===== src/hdl/chan_tangent_wrap_step_assert.svh =====
// Assertion macros shared by the tangent wrap step RTL.
// Each macro expects clk and rst_n in the scope where it is used.
`ifndef CHAN_TANGENT_WRAP_STEP_ASSERT_SVH
`define CHAN_TANGENT_WRAP_STEP_ASSERT_SVH

// Check that the consequent holds in the same cycle as the antecedent.
`define CTWS_ASSERT_IMP(lbl, ante, cons) \
  lbl: assert property (@(posedge clk) disable iff (!rst_n) (ante) |-> (cons)) \
    else $error("%m: check failed");

// Check that the consequent holds in the cycle after the antecedent.
`define CTWS_ASSERT_NXT(lbl, ante, cons) \
  lbl: assert property (@(posedge clk) disable iff (!rst_n) (ante) |=> (cons)) \
    else $error("%m: check failed");

`endif


===== src/hdl/ctws_pkg.sv =====
// Shared types and constants for the tangent wrap step block.
// No dependencies; imported by every module of the block.
`default_nettype none

package ctws_pkg;

  localparam int MAX_GROUP_DEF = 64;

  // coordinate, difference, product and cross/distance widths
  localparam int CRD_W = 16;
  localparam int DW    = CRD_W + 1;
  localparam int PW    = 2 * DW;
  localparam int CW    = PW + 1;

  // configuration port
  localparam int CFG_IDX_W = 2;
  localparam logic [CFG_IDX_W-1:0] REG_REF_X = 2'd0;
  localparam logic [CFG_IDX_W-1:0] REG_REF_Y = 2'd1;

  typedef struct packed {
    logic signed [CRD_W-1:0] y;
    logic signed [CRD_W-1:0] x;
  } point_t;

endpackage

`default_nettype wire


===== src/hdl/ctws_vbuf.sv =====
// Vertex buffer: single-port-write, single-port-read synchronous memory.
// Read data is registered and held until the next read. Uses ctws_pkg.
`default_nettype none

module ctws_vbuf import ctws_pkg::*; #(
  parameter int DEPTH = MAX_GROUP_DEF,
  parameter int AW    = $clog2(DEPTH)
) (
  input  wire logic          clk,
  input  wire logic          wr_en,
  input  wire logic [AW-1:0] wr_addr,
  input  wire point_t        wr_data,
  input  wire logic          rd_en,
  input  wire logic [AW-1:0] rd_addr,
  output point_t             rd_data
);

  point_t mem_r [DEPTH];
  point_t rd_q_r;

  always_ff @(posedge clk) begin
    if (wr_en) begin
      mem_r[wr_addr] <= wr_data;
    end
    if (rd_en) begin
      rd_q_r <= mem_r[rd_addr];
    end
  end

  assign rd_data = rd_q_r;

endmodule

`default_nettype wire


===== src/hdl/ctws_mul2.sv =====
// Dual signed multiplier with registered products, shared by the scan and
// the merge of the tangent wrap step. Uses ctws_pkg for widths.
`default_nettype none

module ctws_mul2 import ctws_pkg::*; (
  input  wire logic                 clk,
  input  wire logic signed [DW-1:0] a0,
  input  wire logic signed [DW-1:0] b0,
  input  wire logic signed [DW-1:0] a1,
  input  wire logic signed [DW-1:0] b1,
  output logic signed [PW-1:0]      p0,
  output logic signed [PW-1:0]      p1
);

  logic signed [PW-1:0] p0_r;
  logic signed [PW-1:0] p1_r;

  always_ff @(posedge clk) begin
    p0_r <= PW'(a0) * PW'(b0);
    p1_r <= PW'(a1) * PW'(b1);
  end

  assign p0 = p0_r;
  assign p1 = p1_r;

endmodule

`default_nettype wire


===== src/hdl/chan_tangent_wrap_step.sv =====
// Top level of the tangent wrap step: control sequencer, reference registers,
// running best and output register. Uses ctws_pkg, ctws_vbuf, ctws_mul2.
//
// Usage:
//  - cfg channel (cfg_valid/cfg_ready, cfg_index, cfg_data) writes ref_x
//    (index 0) and ref_y (index 1); cfg_ready is always high, other indexes
//    are ignored. Write only while no group is being processed.
//  - in channel: one word per vertex, x and y in tdata, tuser marks the end
//    of a sub-hull, tlast marks the end of the whole set (and of its group).
//  - out channel: one word per set, carrying the chosen next hull point.
// Sequencing (a vertex that does not end a group is just stored in S_IDLE):
//  - a group end of n >= 2 vertices runs the scan: S_START, S_FETCH0,
//    then S_MUL and S_EVAL per edge until the tangent. The scan is paced
//    by the registered multiplier: each edge takes one multiply and one
//    check. A group of one vertex skips the scan. Then comes the merge:
//    S_MERGE, plus S_MC to S_MD when a best exists and tan is not the ref.
//  - on a set end S_EMIT then loads the output register.
// Reset clears the fill count, running best, reference and output valid;
// the vertex buffer holds no reset and needs no clearing pass.
// A stalled receiver holds the result in the output register; input words
// are still taken until another set end needs the register.
`default_nettype none
`include "chan_tangent_wrap_step_assert.svh"

module chan_tangent_wrap_step import ctws_pkg::*; #(
  parameter int MAX_GROUP = MAX_GROUP_DEF
) (
  input  wire logic                 clk,
  input  wire logic                 rst_n,
  // configuration write channel
  input  wire logic                 cfg_valid,
  output logic                      cfg_ready,
  input  wire logic [CFG_IDX_W-1:0] cfg_index,
  input  wire logic [CRD_W-1:0]     cfg_data,
  // vertex stream
  input  wire logic                 in_tvalid,
  output logic                      in_tready,
  input  wire logic [31:0]          in_tdata,  // point_x[15:0], point_y[31:16]
  input  wire logic [0:0]           in_tuser,  // group_last[0]
  input  wire logic                 in_tlast,  // set_last
  // result stream
  output logic                      out_tvalid,
  input  wire logic                 out_tready,
  output logic [31:0]               out_tdata  // next_x[15:0], next_y[31:16]
);

  localparam int AW = (MAX_GROUP > 1) ? $clog2(MAX_GROUP) : 1;
  localparam int NW = $clog2(MAX_GROUP + 1);

  typedef enum logic [3:0] {
    S_IDLE,
    S_START,
    S_FETCH0,
    S_MUL,
    S_EVAL,
    S_MERGE,
    S_MC,
    S_MT,
    S_MB,
    S_MD,
    S_EMIT
  } state_t;

  function automatic logic signed [DW-1:0] sdiff(input logic signed [CRD_W-1:0] a,
                                                 input logic signed [CRD_W-1:0] b);
    return DW'(a) - DW'(b);
  endfunction

  // registers
  state_t                  state_r,      state_nxt;
  logic [NW-1:0]           fill_r,       fill_nxt;
  logic [NW-1:0]           n_r,          n_nxt;
  logic                    set_end_r,    set_end_nxt;
  point_t                  first_r,      first_nxt;
  point_t                  prev_r,       prev_nxt;
  point_t                  tan_r,        tan_nxt;
  point_t                  best_r,       best_nxt;
  logic                    best_valid_r, best_valid_nxt;
  logic                    prime_r,      prime_nxt;
  logic                    edge_nn_r,    edge_nn_nxt;
  logic [AW-1:0]           k_r,          k_nxt;
  logic [AW-1:0]           rd_addr_r,    rd_addr_nxt;
  logic signed [CW-1:0]    cross_r,      cross_nxt;
  logic signed [CW-1:0]    dt_r,         dt_nxt;
  logic signed [CRD_W-1:0] ref_x_r,      ref_x_nxt;
  logic signed [CRD_W-1:0] ref_y_r,      ref_y_nxt;
  logic                    out_valid_r,  out_valid_nxt;
  point_t                  out_data_r,   out_data_nxt;

  // datapath signals
  point_t               in_pt;
  point_t               ref_pt;
  point_t               rd_data;
  logic                 in_fire;
  logic                 cfg_fire;
  logic                 has_room;
  logic [NW-1:0]        n_in;
  logic [NW-1:0]        n_m1;
  logic [AW-1:0]        last_addr;
  logic [AW-1:0]        wrap_addr;
  logic                 wr_en;
  logic                 rd_en;
  logic [AW-1:0]        rd_addr;
  logic signed [DW-1:0] a0, b0, a1, b1;
  logic signed [PW-1:0] p0, p1;
  logic signed [CW-1:0] prod_diff;
  logic signed [CW-1:0] prod_sum;
  logic                 prev_is_ref;
  logic                 tan_is_ref;
  logic                 out_free;

  assign in_pt     = point_t'(in_tdata);
  assign ref_pt    = '{y: ref_y_r, x: ref_x_r};
  assign in_tready = (state_r == S_IDLE);
  assign in_fire   = in_tvalid && in_tready;
  assign cfg_ready = 1'b1;
  assign cfg_fire  = cfg_valid && cfg_ready;

  // buffer occupancy; vertices past the end are dropped
  assign has_room  = (fill_r < NW'(MAX_GROUP));
  assign n_in      = has_room ? fill_r + NW'(1) : fill_r;
  assign n_m1      = n_r - NW'(1);
  assign last_addr = n_m1[AW-1:0];
  assign wrap_addr = (rd_addr_r == last_addr) ? '0 : rd_addr_r + AW'(1);

  // fetch the next vertex while the current edge is checked, so the read
  // data holds the current vertex through both multiply and check
  assign wr_en   = in_fire && has_room;
  assign rd_en   = (state_r == S_START) || (state_r == S_FETCH0) || (state_r == S_EVAL);
  assign rd_addr = (state_r == S_START) ? last_addr : wrap_addr;

  ctws_vbuf #(
    .DEPTH (MAX_GROUP),
    .AW    (AW)
  ) u_vbuf (
    .clk     (clk),
    .wr_en   (wr_en),
    .wr_addr (fill_r[AW-1:0]),
    .wr_data (in_pt),
    .rd_en   (rd_en),
    .rd_addr (rd_addr),
    .rd_data (rd_data)
  );

  // Operand select for the shared multiplier pair.
  // Cross terms: P = first point - ref, Q = second point - ref,
  // cross = Py*Qx - Px*Qy. Distance terms square one point's offsets.
  always_comb begin
    a0 = sdiff(best_r.y, ref_y_r);
    b0 = sdiff(tan_r.x,  ref_x_r);
    a1 = sdiff(best_r.x, ref_x_r);
    b1 = sdiff(tan_r.y,  ref_y_r);
    case (state_r)
      S_MUL: begin
        a0 = sdiff(prev_r.y,  ref_y_r);
        b0 = sdiff(rd_data.x, ref_x_r);
        a1 = sdiff(prev_r.x,  ref_x_r);
        b1 = sdiff(rd_data.y, ref_y_r);
      end
      S_MT: begin
        a0 = sdiff(tan_r.x, ref_x_r);
        b0 = sdiff(tan_r.x, ref_x_r);
        a1 = sdiff(tan_r.y, ref_y_r);
        b1 = sdiff(tan_r.y, ref_y_r);
      end
      S_MB: begin
        a0 = sdiff(best_r.x, ref_x_r);
        b0 = sdiff(best_r.x, ref_x_r);
        a1 = sdiff(best_r.y, ref_y_r);
        b1 = sdiff(best_r.y, ref_y_r);
      end
      default: begin
      end
    endcase
  end

  ctws_mul2 u_mul2 (
    .clk (clk),
    .a0  (a0),
    .b0  (b0),
    .a1  (a1),
    .b1  (b1),
    .p0  (p0),
    .p1  (p1)
  );

  assign prod_diff   = CW'(p0) - CW'(p1);
  assign prod_sum    = CW'(p0) + CW'(p1);
  assign prev_is_ref = (prev_r == ref_pt);
  assign tan_is_ref  = (tan_r == ref_pt);
  assign out_free    = !out_valid_r || out_tready;

  always_comb begin
    state_nxt      = state_r;
    fill_nxt       = fill_r;
    n_nxt          = n_r;
    set_end_nxt    = set_end_r;
    first_nxt      = first_r;
    prev_nxt       = prev_r;
    tan_nxt        = tan_r;
    best_nxt       = best_r;
    best_valid_nxt = best_valid_r;
    prime_nxt      = prime_r;
    edge_nn_nxt    = edge_nn_r;
    k_nxt          = k_r;
    rd_addr_nxt    = rd_addr_r;
    cross_nxt      = cross_r;
    dt_nxt         = dt_r;
    ref_x_nxt      = ref_x_r;
    ref_y_nxt      = ref_y_r;
    out_valid_nxt  = out_valid_r;
    out_data_nxt   = out_data_r;

    // drop the output word once the receiver takes it
    if (out_valid_r && out_tready) begin
      out_valid_nxt = 1'b0;
    end

    if (cfg_fire) begin
      case (cfg_index)
        REG_REF_X: ref_x_nxt = cfg_data;
        REG_REF_Y: ref_y_nxt = cfg_data;
        default: begin
        end
      endcase
    end

    if (rd_en) begin
      rd_addr_nxt = rd_addr;
    end

    case (state_r)
      S_IDLE: begin
        if (in_fire) begin
          if (fill_r == '0) begin
            first_nxt = in_pt;
          end
          if (in_tuser[0] || in_tlast) begin
            n_nxt       = n_in;
            fill_nxt    = '0;
            set_end_nxt = in_tlast;
            if (n_in == NW'(1)) begin
              // a lone vertex is its own tangent
              tan_nxt   = in_pt;
              state_nxt = S_MERGE;
            end else begin
              state_nxt = S_START;
            end
          end else begin
            fill_nxt = n_in;
          end
        end
      end
      S_START: begin
        prime_nxt = 1'b1;
        k_nxt     = '0;
        state_nxt = S_FETCH0;
      end
      S_FETCH0: begin
        prev_nxt  = rd_data;
        state_nxt = S_MUL;
      end
      S_MUL: begin
        state_nxt = S_EVAL;
      end
      S_EVAL: begin
        // edge from prev to the vertex held in rd_data
        edge_nn_nxt = !prod_diff[CW-1];
        prev_nxt    = rd_data;
        state_nxt   = S_MUL;
        if (prime_r) begin
          prime_nxt = 1'b0;
        end else if (!prev_is_ref && (prod_diff <= 0) && edge_nn_r) begin
          tan_nxt   = prev_r;
          state_nxt = S_MERGE;
        end else if (k_r == last_addr) begin
          // no vertex qualified: fall back to the first one
          tan_nxt   = first_r;
          state_nxt = S_MERGE;
        end else begin
          k_nxt = k_r + AW'(1);
        end
      end
      S_MERGE: begin
        if (!best_valid_r) begin
          best_nxt       = tan_r;
          best_valid_nxt = 1'b1;
          state_nxt      = set_end_r ? S_EMIT : S_IDLE;
        end else if (tan_is_ref) begin
          state_nxt = set_end_r ? S_EMIT : S_IDLE;
        end else begin
          state_nxt = S_MC;
        end
      end
      S_MC: begin
        state_nxt = S_MT;
      end
      S_MT: begin
        cross_nxt = prod_diff;
        state_nxt = S_MB;
      end
      S_MB: begin
        dt_nxt    = prod_sum;
        state_nxt = S_MD;
      end
      S_MD: begin
        // positive turn, or collinear and strictly nearer
        if ((cross_r > 0) || ((cross_r == 0) && (dt_r < prod_sum))) begin
          best_nxt = tan_r;
        end
        state_nxt = set_end_r ? S_EMIT : S_IDLE;
      end
      S_EMIT: begin
        if (out_free) begin
          out_data_nxt   = best_r;
          out_valid_nxt  = 1'b1;
          best_valid_nxt = 1'b0;
          state_nxt      = S_IDLE;
        end
      end
      default: begin
        state_nxt = S_IDLE;
      end
    endcase
  end

  always_ff @(posedge clk) begin
    if (!rst_n) begin
      state_r      <= S_IDLE;
      fill_r       <= '0;
      best_r       <= '0;
      best_valid_r <= 1'b0;
      ref_x_r      <= '0;
      ref_y_r      <= '0;
      out_valid_r  <= 1'b0;
      set_end_r    <= 1'b0;
      prime_r      <= 1'b0;
    end else begin
      state_r      <= state_nxt;
      fill_r       <= fill_nxt;
      best_r       <= best_nxt;
      best_valid_r <= best_valid_nxt;
      ref_x_r      <= ref_x_nxt;
      ref_y_r      <= ref_y_nxt;
      out_valid_r  <= out_valid_nxt;
      set_end_r    <= set_end_nxt;
      prime_r      <= prime_nxt;
    end
    n_r        <= n_nxt;
    first_r    <= first_nxt;
    prev_r     <= prev_nxt;
    tan_r      <= tan_nxt;
    edge_nn_r  <= edge_nn_nxt;
    k_r        <= k_nxt;
    rd_addr_r  <= rd_addr_nxt;
    cross_r    <= cross_nxt;
    dt_r       <= dt_nxt;
    out_data_r <= out_data_nxt;
  end

  assign out_tvalid = out_valid_r;
  assign out_tdata  = out_data_r;

  `CTWS_ASSERT_IMP(a_fill_bound, 1'b1, fill_r <= NW'(MAX_GROUP))
  `CTWS_ASSERT_IMP(a_scan_needs_two, state_r == S_START, n_r >= NW'(2))
  `CTWS_ASSERT_IMP(a_scan_index, state_r == S_EVAL, NW'(k_r) < n_r)
  `CTWS_ASSERT_IMP(a_emit_seeded, state_r == S_EMIT, best_valid_r)
  `CTWS_ASSERT_NXT(a_out_drop, out_valid_r && out_tready && state_r != S_EMIT,
                   !out_valid_r)

endmodule

`default_nettype wire

===== config.mk =====
export PLATFORM = sky130hd
export DESIGN_NAME = chan_tangent_wrap_step
export DESIGN_NICKNAME = d
export VERILOG_FILES = /design/src/hdl/ctws_pkg.sv /design/src/hdl/ctws_vbuf.sv /design/src/hdl/ctws_mul2.sv /design/src/hdl/chan_tangent_wrap_step.sv
export VERILOG_INCLUDE_DIRS = /design/src /design/src/hdl
export SDC_FILE = /design/constraint.sdc
export NUM_CORES = 2
export LEC_CHECK = 0
export BUFFER_PORTS_ARGS = -buffer_cell sky130_fd_sc_hd__buf_4
export CAP_MARGIN = 10
export CORE_MARGIN = 10
export CORE_UTILIZATION = 30
export CTS_CLUSTER_SIZE = 8
export DETAILED_ROUTE_END_ITERATION = 7
export PLACE_DENSITY_LB_ADDON = 0.15
export RECOVER_POWER = 25
export SYNTH_ARGS = -nofsm -noshare
export SYNTH_HDL_FRONTEND = slang
export SYNTH_HIERARCHICAL = 1
export SYNTH_SLANG_ARGS = --single-unit

===== constraint.sdc =====
create_clock -name clk -period 10.2 [get_ports clk]
set_clock_uncertainty 0.2 [all_clocks]
set_input_delay 0.51 -clock clk [delete_from_list [all_inputs] [get_ports clk]]
set_output_delay 0.51 -clock clk [all_outputs]
set_load 0.005 [all_outputs]

==> parameters.txt <==
Parameter                              Value

Yosys
  Most used flip-flop cell after synthesis    sky130_fd_sc_hd__edfxtp_1
  Synthesized netlist net count    9,220
  Number of cells produced by synthesis    8,155
  Mapped cell area    124,000 um^2
  #FFs+latches synth    2,444
  Unique masters post-synth    103
  Async SR Flop Fraction    0
  EDFF count, synth    2,297
  Mean Syn Cell Area    15.2 um^2
  Sequential-to-total area share from yosys stat    0.579
  Yosys synthesis warning count    6

Worst hold path
  Worst Hold End    best_r[15]
  Hold Path Depth    2
  Hold Startpoint    rst_n
  Type of the most critical hold path    in -> reg

Critical path
  Crit Reg-Reg Startpoint    ref_y_r[1]
  CP delay by family, top    adder cells
  Critical path required time    10,820 ps
  Buf/Inv on CP    6
  FF-to-FF setup slack    530 ps
  Depth of the worst register-to-register path    34
  Worst-path cell with the longest stage delay    sky130_fd_sc_hd__fa_1
  Worst r2r dst    u_mul2/p0[26]
  Crit end category    flop
  Sort of element at the start of the critical path    flop
  Type of the worst setup path    reg -> reg
  Largest stage delay on the critical path    580 ps
  Top cell by count, worst path    sky130_fd_sc_hd__fa_1
  Maximum fanout encountered on the critical timing path    16
  Critical path data arrival time    10,300 ps

Global route
  Combined global-route utilization of all metal layers    0.172
  First-pass GRT wire length    555,000 um
  Total global routing overflow    0
  Number of global-route vias before repair    74,500
  Largest net degree at the start of global routing    105
  Antenna violations before repair    32

Die
  Initial core utilization    0.301
  Io pins    92
  Row count    236
  Die Footprint    440,000 um^2
  Height of the die    663 um
  Chip width    663 um
  Core Footprint    413,000 um^2

Outcome
  Outcome    complete, but fails checks
  Violations in the final reports    max-capacitance violations, max-slew violations

CTS
  Total CTS buffers    346
  CTS Buffer Depth    4
  CTS sink cnt    2,444
  Clock tree from TritonCTS    built
  Library cell used as clock root buffer    sky130_fd_sc_hd__clkbuf_16
  Worst-path clk slew    60 ps
  Number of levels in the clock H-tree    5
  Clock Latency Late Sink    930 ps

Route
  Total via count in the routed design    71,100
  Post-route DRC    0
  Routed wire length    388,000 um
  Pre-Repair DR Iteration Count    6
  Antenna viol nets, final    0
  Iteration-0 DRC count of the detailed router    5,418
  Per-cell via count in the routed design    5.05
  Wirelength per Cell    27.5 um

STA
  Final hold slack    17.9 ps
  Count of final setup violators    0
  Final min period    9670 ps
  Top achievable clock speed    103 MHz
  Ratio of final minimum period to clock period    0.948
  Transition time at the pin with the least slew margin    4190 ps
  Fin. max-slew vios    1,212
  Final-report hold violation count    0
  Setup slack after layout    528 ps
  Relative slew slack    -1.80

Placed design
  Port-buffer cells    90
  Post-detail-place hpwl    248,000 um
  Cells after DPL    13,600
  Final estimated routing congestion in global placement    0.874
  Worst slack, placed    294 ps

Finish
  Number of nets in the layout    9,559
  Post-route non-filler standard cell count    14,100
  Layout cells sized above 1    0.156
  Growth of design area from synthesis to finish    14.5%

Flow run
  Maxcap violations    18
==> layout make-up <==
cell class,count,area (um^2)
diodes,29,72.6
flip-flops and latches,2444,71900
inverters,796,2990
repair buffers,336,2630
clock buffers,414,9030
clock inverters,26,339
multi-input cells,4570,48400
fillers,39800,271000
well taps,5474,6850
==> cells by family (layout without fill, tap and decap cells) <==
kind of cell / after synthesis / after routing / synth area share
mux: 708 / 708 / 0.112
fa+ha+maj: 1008 / 1008 / 0.138
flops: 2444 / 2444 / 0.579
compound gates: 999 / 999 / 0.0541
xor+xnor: 253 / 253 / 0.0178
other cells: 1 / 30 / 0.0000302
simple gates: 1601 / 1601 / 0.0627
buf+inv: 1141 / 1572 / 0.0366
==> cell usage after synthesis (8+ instances only) <==
library cell / number / area, um^2
sky130_fd_sc_hd__nor2b_1: 87 / 544
sky130_fd_sc_hd__nor3_1: 60 / 300
sky130_fd_sc_hd__nor4_1: 27 / 169
sky130_fd_sc_hd__nand2_1: 532 / 2000
sky130_fd_sc_hd__o21a_1: 23 / 173
sky130_fd_sc_hd__mux4_2: 544 / 12300
sky130_fd_sc_hd__a211o_1: 18 / 158
sky130_fd_sc_hd__ha_1: 406 / 5080
sky130_fd_sc_hd__nand3b_1: 12 / 90.1
sky130_fd_sc_hd__a21o_1: 89 / 668
sky130_fd_sc_hd__nor2_1: 341 / 1280
sky130_fd_sc_hd__o221ai_1: 41 / 359
sky130_fd_sc_hd__clkbuf_1: 220 / 826
sky130_fd_sc_hd__o21ai_0: 121 / 606
sky130_fd_sc_hd__inv_1: 795 / 2980
sky130_fd_sc_hd__buf_2: 73 / 365
sky130_fd_sc_hd__o41ai_1: 8 / 70.1
sky130_fd_sc_hd__dfxtp_1: 147 / 2940
sky130_fd_sc_hd__xnor2_1: 175 / 1530
sky130_fd_sc_hd__and3_1: 22 / 138
sky130_fd_sc_hd__a41o_1: 10 / 100
sky130_fd_sc_hd__a21boi_0: 46 / 345
sky130_fd_sc_hd__o21ai_1: 38 / 190
sky130_fd_sc_hd__buf_1: 16 / 60.1
sky130_fd_sc_hd__nand2b_1: 54 / 338
sky130_fd_sc_hd__fa_1: 602 / 12100
sky130_fd_sc_hd__xor2_1: 78 / 683
sky130_fd_sc_hd__o2111ai_1: 9 / 78.8
sky130_fd_sc_hd__o22ai_1: 97 / 607
sky130_fd_sc_hd__o31a_1: 9 / 78.8
sky130_fd_sc_hd__nand4_1: 31 / 194
sky130_fd_sc_hd__a311oi_1: 13 / 114
sky130_fd_sc_hd__buf_4: 28 / 210
sky130_fd_sc_hd__edfxtp_1: 2297 / 69000
sky130_fd_sc_hd__mux2i_1: 163 / 1630
sky130_fd_sc_hd__a31oi_1: 19 / 119
sky130_fd_sc_hd__a21oi_1: 260 / 1300
sky130_fd_sc_hd__o21bai_1: 32 / 240
sky130_fd_sc_hd__and2_1: 303 / 1900
sky130_fd_sc_hd__o211ai_1: 18 / 135
sky130_fd_sc_hd__nand3_1: 63 / 315
sky130_fd_sc_hd__a22oi_1: 33 / 248
sky130_fd_sc_hd__or3_1: 17 / 106
sky130_fd_sc_hd__a211oi_1: 21 / 158
==> state kept, by name (all words and copies together) (netlist names), 4 cells and up <==
signal / count
out_tdata: 32
n_r: 6
u_mul2/p1: 34
u_vbuf/mem_r: 2048
u_mul2/p0: 34
best_r: 32
u_vbuf/rd_data: 32
state_r: 4
cross_r: 35
ref_y_r: 16
first_r: 32
dt_r: 35
prev_r: 32
fill_r: 7
k_r: 6
tan_r: 32
rd_addr_r: 6
ref_x_r: 16
==> cell usage in the layout (no fill, tap or decap), drive strengths merged, types with 33 or more instances in the layout <==
cell type,netlist,final
a21boi,48,48
a21o,89,89
a21oi,262,262
a22oi,33,33
and2,304,304
buf,125,280
clkbuf,220,433
dfxtp,147,147
dlygate4sd3,0,37
edfxtp,2297,2297
fa,602,602
ha,406,406
inv,795,810
mux2i,163,163
mux4,544,544
nand2,532,532
nand2b,54,54
nand3,64,64
nor2,341,341
nor2b,87,87
nor3,60,60
o21ai,162,162
o221ai,41,41
o22ai,97,97
xnor2,175,175
xor2,78,78
==> what timing repair did <==
item,4_1_cts,5_1_grt
buffers inserted,0,4
hold buffers,37,0
resized for setup,0,9
hold endpoints to repair,256,0
setup endpoints to repair,0,12
==> metrics by stage <==
step,area [um^2],utilization,TNS (ps)
floorplan,124000,-,0
global placement,132000,0.321,0
detailed placement,132000,0.321,0
CTS,142000,0.344,0
global route,142000,0.344,-4.47
finish,142000,0.345,0
==> how the worst max path moves through the flow <==
| stage | start | end | slack (ps) | cells after the start |
|---|---|---|---|---|
| after detailed placement | ref_y_r[1] | u_mul2/p0[32] | 290 | 34 |
| final | ref_y_r[1] | u_mul2/p0[26] | 530 | 34 |
| after CTS | ref_y_r[1] | u_mul2/p0[26] | 300 | 34 |
| after floorplan | prev_r[0] | u_mul2/p1[32] | 970 | 37 |
| after global routing | ref_y_r[1] | u_mul2/p1[31] | -4 | 34 |
| after global placement | ref_y_r[1] | u_mul2/p0[32] | 490 | 34 |
==> layer usage <==
metal  wire length [um]  vias to the layer above  share of wire  global-route usage
li1                   -                    30800              -                   -
met1             171000                    38000           0.44               0.234
met2             186000                     1892           0.48               0.287
met3              18900                      488          0.049              0.0237
met4              11300                       10          0.029              0.0477
met5                 55                        -        0.00014                   0
Power is left out: the tool's default activity adds up to more than one toggle a clock period on the data nets, which glitch-free logic cannot reach.
